===== src/hw/rtl/ccs_pkg.sv =====
package ccs_pkg;

  // Context ID width and bitmap size
  localparam int ID_W         = 6;
  localparam int MAP_W        = 2 ** ID_W;
  // IDs at or above this limit are never live
  localparam int MAX_CONTEXTS = 64;

  typedef enum logic [2:0] {
    OP_ADD    = 3'd0,
    OP_REMOVE = 3'd1,
    OP_SCHED  = 3'd2,
    OP_YIELD  = 3'd3,
    OP_QUERY  = 3'd4
  } op_t;

  typedef enum logic [2:0] {
    ST_IDLE = 3'b001,
    ST_SCAN = 3'b010,
    ST_DONE = 3'b100
  } state_t;

endpackage


===== src/hw/rtl/cooperative_context_scheduler.sv =====
// Flow: a request applies its bitmap update, ST_SCAN walks all 64 IDs bit-serially,
// then ST_DONE waits for the output slot and registers the result. One request at a
// time; the next request is taken while the last result is still held.
// Reset: rst_n synchronous, active low; clears the live bitmap, the current context
// and all handshake state.
module cooperative_context_scheduler (
  input  logic                      clk,
  input  logic                      rst_n,
  input  logic                      in_valid,
  output logic                      in_ready,
  input  logic [2:0]                in_op,
  input  logic [ccs_pkg::ID_W-1:0]  in_context_id,
  output logic                      out_valid,
  input  logic                      out_ready,
  output logic [ccs_pkg::ID_W-1:0]  out_current_id,
  output logic                      out_has_current,
  output logic                      out_set_empty,
  output logic                      out_reschedule,
  output logic                      out_error
);
  import ccs_pkg::*;

  state_t            state_r, state_nxt;
  logic [MAP_W-1:0]  map_r, map_nxt;
  logic [ID_W-1:0]   cur_r, cur_nxt;
  logic              ok_r, ok_nxt;
  op_t               op_r, op_nxt;
  logic              resched_r, resched_nxt;
  logic              err_r, err_nxt;
  logic [ID_W-1:0]   idx_r, idx_nxt;
  logic [ID_W-1:0]   hi_all_r, hi_all_nxt;
  logic [ID_W-1:0]   hi_below_r, hi_below_nxt;
  logic              below_found_r, below_found_nxt;
  logic [ID_W-1:0]   lo_r, lo_nxt;
  logic [1:0]        cnt_r, cnt_nxt;
  logic              out_valid_r, out_valid_nxt;
  logic [ID_W-1:0]   out_id_r, out_id_nxt;
  logic              out_hc_r, out_hc_nxt;
  logic              out_se_r, out_se_nxt;
  logic              out_rs_r, out_rs_nxt;
  logic              out_er_r, out_er_nxt;
  logic              out_load;

  logic              accept;
  logic              id_valid;
  logic              scan_bit;

  assign in_ready  = (state_r == ST_IDLE);
  assign accept    = in_valid && in_ready;
  assign id_valid  = (32'(in_context_id) < MAX_CONTEXTS);
  assign scan_bit  = map_r[idx_r];
  assign out_load  = (state_r == ST_DONE) && (!out_valid_r || out_ready);

  always_comb begin
    state_nxt       = state_r;
    map_nxt         = map_r;
    cur_nxt         = cur_r;
    ok_nxt          = ok_r;
    op_nxt          = op_r;
    resched_nxt     = resched_r;
    err_nxt         = err_r;
    idx_nxt         = idx_r;
    hi_all_nxt      = hi_all_r;
    hi_below_nxt    = hi_below_r;
    below_found_nxt = below_found_r;
    lo_nxt          = lo_r;
    cnt_nxt         = cnt_r;
    out_id_nxt      = out_id_r;
    out_hc_nxt      = out_hc_r;
    out_se_nxt      = out_se_r;
    out_rs_nxt      = out_rs_r;
    out_er_nxt      = out_er_r;
    out_valid_nxt   = out_valid_r && !out_ready;

    case (state_r)
      // Apply the bitmap part of the request, then start the scan
      ST_IDLE: begin
        if (accept) begin
          op_nxt          = op_t'(in_op);
          resched_nxt     = 1'b0;
          err_nxt         = 1'b0;
          idx_nxt         = ID_W'(MAP_W - 1);
          cnt_nxt         = 2'd0;
          below_found_nxt = 1'b0;
          state_nxt       = ST_SCAN;
          case (op_t'(in_op))
            OP_ADD: begin
              if (id_valid) map_nxt[in_context_id] = 1'b1;
            end
            OP_REMOVE: begin
              if (id_valid) begin
                map_nxt[in_context_id] = 1'b0;
                if (ok_r && cur_r == in_context_id) ok_nxt = 1'b0;
              end
            end
            OP_SCHED: begin
              if (id_valid && map_r[in_context_id]) begin
                cur_nxt     = in_context_id;
                ok_nxt      = 1'b1;
                resched_nxt = 1'b1;
              end else begin
                err_nxt = 1'b1;
              end
            end
            default: ;
          endcase
        end
      end

      // One bit per cycle, from the top ID down
      ST_SCAN: begin
        if (scan_bit) begin
          if (cnt_r == 2'd0) hi_all_nxt = idx_r;
          if (idx_r < cur_r && !below_found_r) begin
            hi_below_nxt    = idx_r;
            below_found_nxt = 1'b1;
          end
          lo_nxt = idx_r;
          if (cnt_r != 2'd2) cnt_nxt = cnt_r + 2'd1;
        end
        if (idx_r == '0) state_nxt = ST_DONE;
        else             idx_nxt   = idx_r - ID_W'(1);
      end

      // Yield, query check and lowest-ID pick; wait for the output slot
      ST_DONE: begin
        if (out_load) begin
          if (op_r == OP_YIELD && ok_r && cnt_r == 2'd2) begin
            cur_nxt     = below_found_r ? hi_below_r : hi_all_r;
            resched_nxt = 1'b1;
          end
          if (op_r == OP_QUERY && cnt_r == 2'd0) err_nxt = 1'b1;
          if (!ok_r && cnt_r != 2'd0) begin
            cur_nxt = lo_r;
            ok_nxt  = 1'b1;
          end
          out_id_nxt    = ok_nxt ? cur_nxt : '0;
          out_hc_nxt    = ok_nxt;
          out_se_nxt    = (cnt_r == 2'd0);
          out_rs_nxt    = resched_nxt;
          out_er_nxt    = err_nxt;
          out_valid_nxt = 1'b1;
          state_nxt     = ST_IDLE;
        end
      end

      default: state_nxt = ST_IDLE;
    endcase
  end

  // Control and scheduler state
  always_ff @(posedge clk) begin
    if (!rst_n) begin
      state_r     <= ST_IDLE;
      map_r       <= '0;
      cur_r       <= '0;
      ok_r        <= 1'b0;
      out_valid_r <= 1'b0;
    end else begin
      state_r     <= state_nxt;
      map_r       <= map_nxt;
      cur_r       <= cur_nxt;
      ok_r        <= ok_nxt;
      out_valid_r <= out_valid_nxt;
    end
  end

  // Working and result payload
  always_ff @(posedge clk) begin
    op_r          <= op_nxt;
    resched_r     <= resched_nxt;
    err_r         <= err_nxt;
    idx_r         <= idx_nxt;
    hi_all_r      <= hi_all_nxt;
    hi_below_r    <= hi_below_nxt;
    below_found_r <= below_found_nxt;
    lo_r          <= lo_nxt;
    cnt_r         <= cnt_nxt;
    out_id_r      <= out_id_nxt;
    out_hc_r      <= out_hc_nxt;
    out_se_r      <= out_se_nxt;
    out_rs_r      <= out_rs_nxt;
    out_er_r      <= out_er_nxt;
  end

  assign out_valid       = out_valid_r;
  assign out_current_id  = out_id_r;
  assign out_has_current = out_hc_r;
  assign out_set_empty   = out_se_r;
  assign out_reschedule  = out_rs_r;
  assign out_error       = out_er_r;

endmodule


===== config.mk =====
export PLATFORM = sky130hd
export DESIGN_NAME = cooperative_context_scheduler
export DESIGN_NICKNAME = d
export VERILOG_FILES = /design/src/hw/rtl/ccs_pkg.sv /design/src/hw/rtl/cooperative_context_scheduler.sv
export SDC_FILE = /design/constraint.sdc
export NUM_CORES = 1
export LEC_CHECK = 0
export BUFFER_PORTS_ARGS = -buffer_cell sky130_fd_sc_hd__buf_2
export CAP_MARGIN = 30
export CORE_MARGIN = 2
export CORE_UTILIZATION = 45
export CTS_CLUSTER_SIZE = 20
export DETAILED_ROUTE_END_ITERATION = 16
export GPL_TIMING_DRIVEN = 0
export PLACE_DENSITY_LB_ADDON = 0.12
export SETUP_SLACK_MARGIN = 0.2
export SKIP_LAST_GASP = 1
export SYNTH_ARGS = -nofsm -noshare
export SYNTH_HDL_FRONTEND = slang
export SYNTH_SLANG_ARGS = --single-unit

===== constraint.sdc =====
create_clock -name clk -period 4.9 [get_ports clk]
set_clock_uncertainty 0.1 [all_clocks]
set_input_delay 0.98 -clock clk [delete_from_list [all_inputs] [get_ports clk]]
set_output_delay 0.98 -clock clk [all_outputs]
set_load 0.02 [all_outputs]

==> qor.txt, run 1 <==
status = complete, no violations
clk sinks = 117
data required time of the worst path = 5.14 ns
Sw Pwr = 557.0 uW
hpwl dp = 13580 um
P&R area growth vs syn = 14.06%
Syn Area/Cell = 9.937 um2
Pwr Total = 2402 uW
Layout Utilization = 52.33%
Fill cells = 1286
GR Util All Layers = 27.98%
postcts setup bufs = 0
Comb power frac = 6.8%
Final GP Congestion = 0.9365
largest family of logic cells by synthesized area = simple AND/OR/NAND/NOR gates
Primary FF master, synth = dfxtp_1
antenna violations before repair = 0
H-tree lvl count = 4
final net count = 695
Synth Register Bits = 117
multi-input combinational cell area = 3239 um2
share of layout cells above drive strength 1 = 13.99%
Initial Util = 45.88%
P_leak = 0.002489 uW
Worst setup SP type = input pin
peak supply drop = 0.1931 mV
Internal = 1845 uW
routed via count = 5478
post_cts resized = 0
commonest non-fill, non-tap cell in the layout = nor3_1
Post-synth EDFFs = 42
die area = 15010 um2
multiplexer share of the synthesized area = 15.36%
most frequent cells in the layout = 87 x nor3_1, 75 x dfxtp_1, 48 x a21oi_1, 43 x clkbuf_1
critical path endpoint category = flop
RSZ-0062 raised after global routing = false
input/output buffers = 18
I/O pin total = 25
share of flip-flops with an asynchronous set or reset = 0%
highest clock rate = 277.0 MHz
worst hold-check path type = reg -> reg
cts bufs inserted = 17
CTS tree = built
post-synthesis instance area = 6320 um2
final wirelength = 19920 um
DR iter-0 viols = 581
Clock power frac = 50.8%
syn nets = 658
Critical Setup Path Class = in -> reg
vias in the first global route = 5394
ant diodes = 0
largest net degree at the start of global routing = 17
Via density = 6.326
first-pass GRT wire length = 30610 um
Placeable Area = 13770 um2
DR WL/cell = 23.00 um
xor/xnor share of the synthesized area = 1.247%
Hold WS = 0.4174 ns
worst reg2reg path depth = 7
Worst-Margin Slew = 1.038 ns
clk buf depth = 2
Post-Synth Simple-Gate Area = 19.84%
root buffer cell = clkbuf_16
switch share = 23.18%
CP Max Fanout = 10
GRT overflow = 0
Initial DRT Pass Iterations = 7
Hold Fails Final Rpt = 0
DRT antenna net count = 0
Pwr Density = 333.3 nW/um2
Clk pin slew, worst setup/hold paths = 0.05 ns
Pins Over Slew Limit = 0
Die Ht = 122.5 um
adder-cell area share of the yosys netlist = 1.782%
WHS Path Cells = 2
count of cell types in the netlist = 60
Cell Rows = 43
Rel. slew slack = 30.54%
synthesized instance count = 636
Residual DRC = 0
Setup-failing EPs final = 0
clock period minus worst slack = 3.610 ns
hold buffers post-CTS = 0
Synthesis Warnings = 0
Final period util = 73.68%
Reg area = 2763 um2
fraction of the yosys area taken by sequential cells = 43.71%
Worst-Skew Late Latency = 0.42 ns
Max Cap Viol = 0
Die Width = 122.5 um
sequential share of power = 42.4%
Synth Area in Compound Gates = 13.03%
Worst EP arrival = 3.85 ns
Setup TNS Final = 0 ns
cells by family (layout without fill, tap and decap cells):
kind of cell,count (synthesis),after routing
AND/OR/NAND/NOR,239,239
AO/OA/AOI/OAI,125,125
flip-flops,117,117
buffers and inverters,74,124
multiplexers,63,63
adder cells (fa/ha/maj),9,9
XOR/XNOR,9,9
power by group through the flow:
stage                     sequential (uW)  clock (uW)  combinational [uW]
after floorplan                      1040           0                 106
after global placement               1040           0                 157
after detailed placement             1040           0                 159
after CTS                            1020        1230                 160
after global routing                 1020        1290                 172
final                                1020        1220                 163
layout make-up:
cell class                 count  area share (%)
sequential                   117           38.33
timing repair buffer          18           1.250
tap                          180           3.124
multi-input combinational    445           44.94
buffer                        60           3.680
clock inverter                12           1.892
clock buffer                  20           6.058
inverter                      14          0.7290
synthesized netlist by cell type (3+ instances only):
library cell  instances  area (um2)
clkbuf_1             40       150.1
dfxtp_1              75        1501
buf_2                10       50.05
buf_4                 5       37.54
and3b_1               3       26.28
a31oi_1              27       168.9
a22oi_1               3       22.52
mux2_2                4       45.04
nand3_1               4       20.02
a211o_1               6       52.55
nand4_1               3       18.77
nand2b_1              3       18.77
nor2_1               42       157.7
nor2b_1               5       31.28
buf_1                 3       11.26
and3_1                4       25.02
nor3_1               87       435.4
a21o_1                5       37.54
mux4_2               19       427.9
edfxtp_1             42        1261
ha_1                  9       112.6
o22ai_1               3       18.77
xnor2_1               8       70.07
inv_1                12       45.04
nor3b_1               4       30.03
o21ai_0               6       30.03
and2_1                4       25.02
nand3b_1              4       30.03
mux4_1                6       157.7
mux2i_1              34       340.3
nand2_1              31       116.4
a311oi_1             10       87.58
a21oi_1              48       240.2
nor4_1               33       206.5
metal layers:
metal	vias up	routed length, um	share of wire [%]	track usage (%)
met5	-	0	0	0
met4	0	738	3.7	13.58
met3	69	1479	7.4	5.390
met2	284	9859	50	47.99
met1	2608	7840	39	33.66
li1	2517	-	-	-
stage by stage:
step | instance area, um2 | std cells | setup slack (ns)
CTS | 7208 | 866 | 1.458
global placement | 6635 | 834 | 1.050
global route | 7208 | 866 | 1.269
floorplan | 6320 | 636 | 1.934
detailed placement | 6635 | 834 | 1.068
finish | 7208 | 866 | 1.290
final timing paths:
| check | start | end | slack (ns) |
|---|---|---|---|
| setup / recovery | in_context_id[2] | cur_r[2] | 1.29 |
| hold / removal | flop | flop | 0.42 |
| setup reg to reg | idx_r[1] | below_found_r | 1.51 |
| hold reg to reg | flop | flop | 0.42 |
critical path, stage by stage:
cell,delay [ns]
clkbuf_1,0.22
buf_2,0.31
nor2_1,0.81
a22oi_1,0.20
nand3_1,0.16
nand2_1,0.07
nor4_2,0.48
o22a_1,0.24
buf_4,0.17
mux2i_1,0.20
Power figures use the tool's default switching activity.
==> run 2, diff against run 1 <==
clock period = 3.1 ns   (was 4.9 ns; I/O delays follow)
==> qor.txt, run 2 (synthesis results as in run 1) <==
commonest non-fill, non-tap cell in the layout = nor3_1
Die Width = 122.5 um (unchanged)
HP Start = in_op[1]
Slowest-stage cell, CP = mux4_2
reg2reg start = idx_r[0]
design area = 7390 um2 (+2.5%)
I/O pin total = 25 (unchanged)
R2R Path End = hi_below_r[3]
peak supply drop = 0.2804 mV (+45%)
die area = 15010 um2 (unchanged)
clk sinks = 117 (unchanged)
WHS Path Cells = 1 (-1)
CTS tree = built
hpwl dp = 13580 um (unchanged)
final wirelength = 20100 um (+0.91%)
Cells after DPL = 834 (unchanged)
worst reg2reg path depth = 8 (+1)
CP Max Fanout = 5 (-5)
worst hold-check path type = in -> reg
Pwr Density = 516.0 nW/um2 (+55%)
GR Util All Layers = 28.30% (+0.31 points)
ant diodes = 0 (unchanged)
Final GP Congestion = 0.9365 (unchanged)
CP bufs+invs = 3 (unchanged)
Layout Cells excl Fill = 876 (+1.2%)
largest net degree at the start of global routing = 17 (unchanged)
Fill cells = 1281 (-0.39%)
final net count = 705 (+1.4%)
status = complete, no violations
fin worst setup slack = 0.2708 ns (-1.019 ns)
most used cell, CP = mux4_2
critical path endpoint category = flop
met1 wire length = 7878 um (+0.48%)
DR WL met3 = 1527 um (+3.2%)
Max Cap Viol = 0 (unchanged)
DR WL/cell = 22.94 um (-0.24%)
Final period util = 91.26%
Hold Fails Final Rpt = 0 (unchanged)
DRT antenna net count = 0 (unchanged)
highest clock rate = 353.5 MHz
Worst EP arrival = 2.86 ns (-0.99 ns)
multi-input combinational cell area = 3306 um2 (+2.0%)
H-tree lvl count = 4 (unchanged)
CP top delay family = multiplexers
Worst-Skew Late Latency = 0.42 ns (about the same)
Placeable Area = 13770 um2 (unchanged)
Setup-failing EPs final = 0 (unchanged)
RSZ-0062 raised after global routing = false
Post-DP Area = 6635 um2 (unchanged)
Pins Over Slew Limit = 0 (unchanged)
Initial Util = 45.88% (unchanged)
CP Cell Sequence = buf_6 > buf_12 > mux4_2 > mux2i_2 > mux4_2 > o32a_4 > a2111oi_4 > buf_4
share of layout cells above drive strength 1 = 17.53% (+3.5 points)
Via density = 6.336 (+0.16%)
routed via count = 5550 (+1.3%)
CP max stage delay = 0.47 ns (-0.34 ns)
Reg area = 2763 um2 (unchanged)
Worst-Margin Slew = 0.8580 ns (-0.1801 ns)
Cell Rows = 43 (unchanged)
vias in the first global route = 5412 (+0.33%)
Top Metal Used = met4
reg-to-reg slack, setup = 0.27 ns (-1.24 ns)
most frequent cells in the layout = 87 x nor3_1, 75 x dfxtp_1, 48 x a21oi_1, 42 x edfxtp_1, 39 x clkbuf_1
input/output buffers = 18 (unchanged)
Hold WS = 0.3027 ns (-0.1147 ns)
Rel. slew slack = 42.59% (+12 points)
cts bufs inserted = 17 (unchanged)
GRT overflow = 0 (unchanged)
Residual DRC = 0 (unchanged)
hold worst-path end = op_r[1]
met2 WL = 9900 um (+0.42%)
first-pass GRT wire length = 30930 um (+1.0%)
P&R area growth vs syn = 16.93%
data required time of the worst path = 3.13 ns (-2.01 ns)
Critical Setup Path Class = reg -> reg
P_leak = 0.002536 uW (+1.9%)
Setup TNS Final = 0 ns (unchanged)
clk buf depth = 2 (unchanged)
Initial DRT Pass Iterations = 5 (-2)
Worst setup SP type = flop
antenna violations before repair = 0 (unchanged)
clock period minus worst slack = 2.829 ns
DR iter-0 viols = 627 (+7.9%)
DP Worst Slack = -0.3721 ns (-1.440 ns)
Die Ht = 122.5 um (unchanged)
Clk pin slew, worst setup/hold paths = 0.05 ns (about the same)
root buffer cell = clkbuf_16
## run 2: area by class of cell
type                    instances  area share, %
plain buffers                  60          3.810
clock buffers                  20          5.909
clock inverters                12          1.846
inverters                      14         0.7111
multi-input cells             445          44.73
flip-flops and latches        117          37.39
well taps                     180          3.048
repair buffers                 28          2.557
## run 2: metrics by stage
step | utilization (%) | total power, uW
after floorplan | - | 1806
final | 53.65 | 3813
after global routing | 53.65 | 3932
after CTS | 53.23 | 3814
after detailed placement | 48.17 | 1893
after global placement | 48.17 | 1889
## run 2: worst register-to-register path: stages (launching register included)
cell	delay, ns
edfxtp_1	0.39
buf_6	0.16
buf_12	0.15
mux4_2	0.36
mux2i_2	0.10
mux4_2	0.47
o32a_4	0.35
a2111oi_4	0.25
buf_4	0.20
## run 2: worst max-delay path by stage
| stage | end | cells after the start | startpoint | slack [ns] |
|---|---|---|---|---|
| floorplan | below_found_r | 7 | idx_r[0] | 0.41 |
| global placement | cur_r[0] | 10 | in_context_id[2] | -0.39 |
| detailed placement | cur_r[0] | 10 | in_context_id[2] | -0.37 |
| CTS | flop | 6 | state_r[0] | -0.06 |
| global route | ok_r | 8 | in_context_id[3] | 0.20 |
| finish | hi_below_r[3] | 8 | idx_r[0] | 0.27 |
## run 2: repair_timing
action | in CTS | in global routing
setup buffers | 8 | 1
gates resized for setup | 13 | 17
gates cloned | 1 | 0
setup endpoints to repair | 60 | 49
hold buffers | 0 | 0
pin swaps | 2 | 3
## run 2: report_power, final
group	internal [uW]	leakage [uW]	total (uW)	switching, uW
sequential	1600	0.00102	1610	9.30
combinational	76.2	0.00124	269	193
clock	1250	0.000276	1930	688
total	2920	0.00254	3810	890
## run 2: routing by layer
layer	global-route usage (%)	vias to the layer above
met3	5.437	62
met4	14.22	0
met1	34.03	2659
met2	48.30	279
li1	-	2550
met5	0	-
==> run 3, diff against run 2 <==
CORE_MARGIN = 3   (was 2)
clock period = 2.45 ns   (was 3.1 ns; I/O delays follow)
==> qor.txt, run 3 (synthesis results as in run 1) <==
Setup-failing EPs final = 21 (+21)
Pins Over Slew Limit = 0 (unchanged)
hold worst-path end = op_r[1]
DP Worst Slack = -0.8568 ns (-0.4847 ns)
root buffer cell = clkbuf_16
Max Cap Viol = 0 (unchanged)
Worst-Margin Slew = 0.7510 ns (-0.1070 ns)
GRT overflow = 0 (unchanged)
commonest non-fill, non-tap cell in the layout = nor3_1
critical path endpoint category = flop
clk buf depth = 2 (unchanged)
ant diodes = 0 (unchanged)
Final GP Congestion = 0.9405 (+0.43%)
WHS Path Cells = 1 (unchanged)
most frequent cells in the layout = 87 x nor3_1, 67 x dfxtp_1, 48 x a21oi_1, 42 x edfxtp_1, 34 x nor2_1
highest clock rate = 353.5 MHz (about the same)
Final period util = 115.5% (+24 points)
cts bufs inserted = 17 (unchanged)
Initial DRT Pass Iterations = 5 (unchanged)
Initial Util = 46.79% (+0.91 points)
Die Ht = 124.5 um (+1.6%)
antenna violations before repair = 0 (unchanged)
CP Max Fanout = 6 (+1)
Critical Setup Path Class = reg -> reg
die area = 15500 um2 (+3.3%)
Placeable Area = 13510 um2 (-1.9%)
GR Util All Layers = 26.30% (-2.0 points)
DR WL/cell = 23.11 um (+0.73%)
worst hold-check path type = in -> reg
worst reg2reg path depth = 9 (+1)
I/O pin total = 25 (unchanged)
Pwr Density = 601.8 nW/um2 (+17%)
clock period minus worst slack = 2.829 ns (-0.0002710 ns)
clk sinks = 117 (unchanged)
HP Start = in_op[1]
data required time of the worst path = 2.46 ns (-0.67 ns)
H-tree lvl count = 4 (unchanged)
final net count = 719 (+2.0%)
Layout Utilization = 57.51% (+3.9 points)
Hold Fails Final Rpt = 0 (unchanged)
DRT antenna net count = 0 (unchanged)
Via density = 6.445 (+1.7%)
Cells after DPL = 830 (-0.48%)
vias in the first global route = 5579 (+3.1%)
R2R Path End = hi_all_r[4]
share of layout cells above drive strength 1 = 27.04% (+9.5 points)
input/output buffers = 18 (unchanged)
Cell Rows = 42 (-2.3%)
final wirelength = 20480 um (+1.9%)
Worst setup SP type = flop
Rel. slew slack = 49.93% (+7.3 points)
largest net degree at the start of global routing = 17 (unchanged)
Pwr Total = 4675 uW (+23%)
P_leak = 0.002641 uW (+4.2%)
fin worst setup slack = -0.3789 ns (-0.6497 ns)
failing checks = negative setup slack
reg2reg start = idx_r[0]
Worst-Skew Late Latency = 0.42 ns (about the same)
Die Width = 124.5 um (+1.6%)
Worst EP arrival = 2.84 ns (-0.02 ns)
Hold WS = 0.1737 ns (-0.1291 ns)
Clk pin slew, worst setup/hold paths = 0.05 ns (about the same)
P&R area growth vs syn = 22.91%
reg-to-reg slack, setup = -0.38 ns (-0.65 ns)
Fill cells = 1153 (-10%)
DR iter-0 viols = 658 (+4.9%)
CTS tree = built
routed via count = 5710 (+2.9%)
Layout Cells excl Fill = 886 (+1.1%)
status = finished, violations left
RSZ-0062 raised after global routing = true
peak supply drop = 0.5112 mV (+82%)
hpwl dp = 13450 um (-0.95%)
Residual DRC = 0 (unchanged)
first-pass GRT wire length = 31360 um (+1.4%)
## run 3: cell count changes in the layout (fill, tap and decap cells not counted), sizes merged
cell,before,now
bufinv,3,1
clkinvlp,2,1
inv,14,13
clkinv,7,8
clkbuf,61,63
buf,47,62
## run 3: what timing repair did
action | 4_1_cts | 5_1_grt
pin swaps | 6 | 9
setup endpoints to repair | 104 | 72
cloned | 1 | 0
resized for setup | 52 | 64
hold buffers | 0 | 0
setup buffers | 16 | 7
## run 3: per-stage QoR
step / setup TNS, ns / instance area [um2]
2_1_floorplan: -1.768 / 6370
3_3_place_gp: -45.27 / 6680
3_5_place_dp: -47.73 / 6680
4_1_cts: -7.697 / 7500
5_1_grt: -8.926 / 7767
6_report: -7.316 / 7767
## run 3: worst max-delay path by stage
stage	start	endpoint	slack, ns	cells after the start
2_1_floorplan	idx_r[0]	below_found_r	-0.24	7
3_3_place_gp	idx_r[1]	below_found_r	-0.81	7
3_5_place_dp	idx_r[1]	below_found_r	-0.86	7
4_1_cts	idx_r[0]	hi_below_r[0]	-0.44	8
5_1_grt	idx_r[0]	hi_all_r[0]	-0.46	9
6_report	idx_r[0]	hi_all_r[4]	-0.38	9
## run 3: worst max-delay path, stage by stage (launching register included)
cell,delay (ns)
edfxtp_1,0.39
buf_6,0.17
buf_12,0.14
mux4_2,0.35
mux2i_2,0.09
mux4_2,0.47
o32a_4,0.35
buf_6,0.12
buf_6,0.12
nor2b_4,0.20
## run 3: metal layers
metal  GRT usage, %  up-vias  wire length [um]
met4          12.77        0               807
li1               -     2559                 -
met2          44.08      317             10120
met3          6.346       64              1562
met1          31.68     2770              7982
met5              0        -                 0
## run 3: cell type report
class | instances | area [um2] | share of cell area, %
repair buffers | 42 | 305.3 | 3.930
multi-input cells | 445 | 3518 | 45.30
flip-flops and latches | 117 | 2773 | 35.70
well taps | 176 | 220.2 | 2.835
plain buffers | 60 | 372.9 | 4.800
clock buffers | 23 | 457.9 | 5.896
clock inverters | 9 | 63.81 | 0.8215
inverters | 14 | 56.30 | 0.7249
## run 3: where the power goes
group / internal [uW] / switching [uW] / total (uW)
sequential: 2030 / 13.6 / 2040
combinational: 129 / 262 / 391
clock: 1390 / 850 / 2240
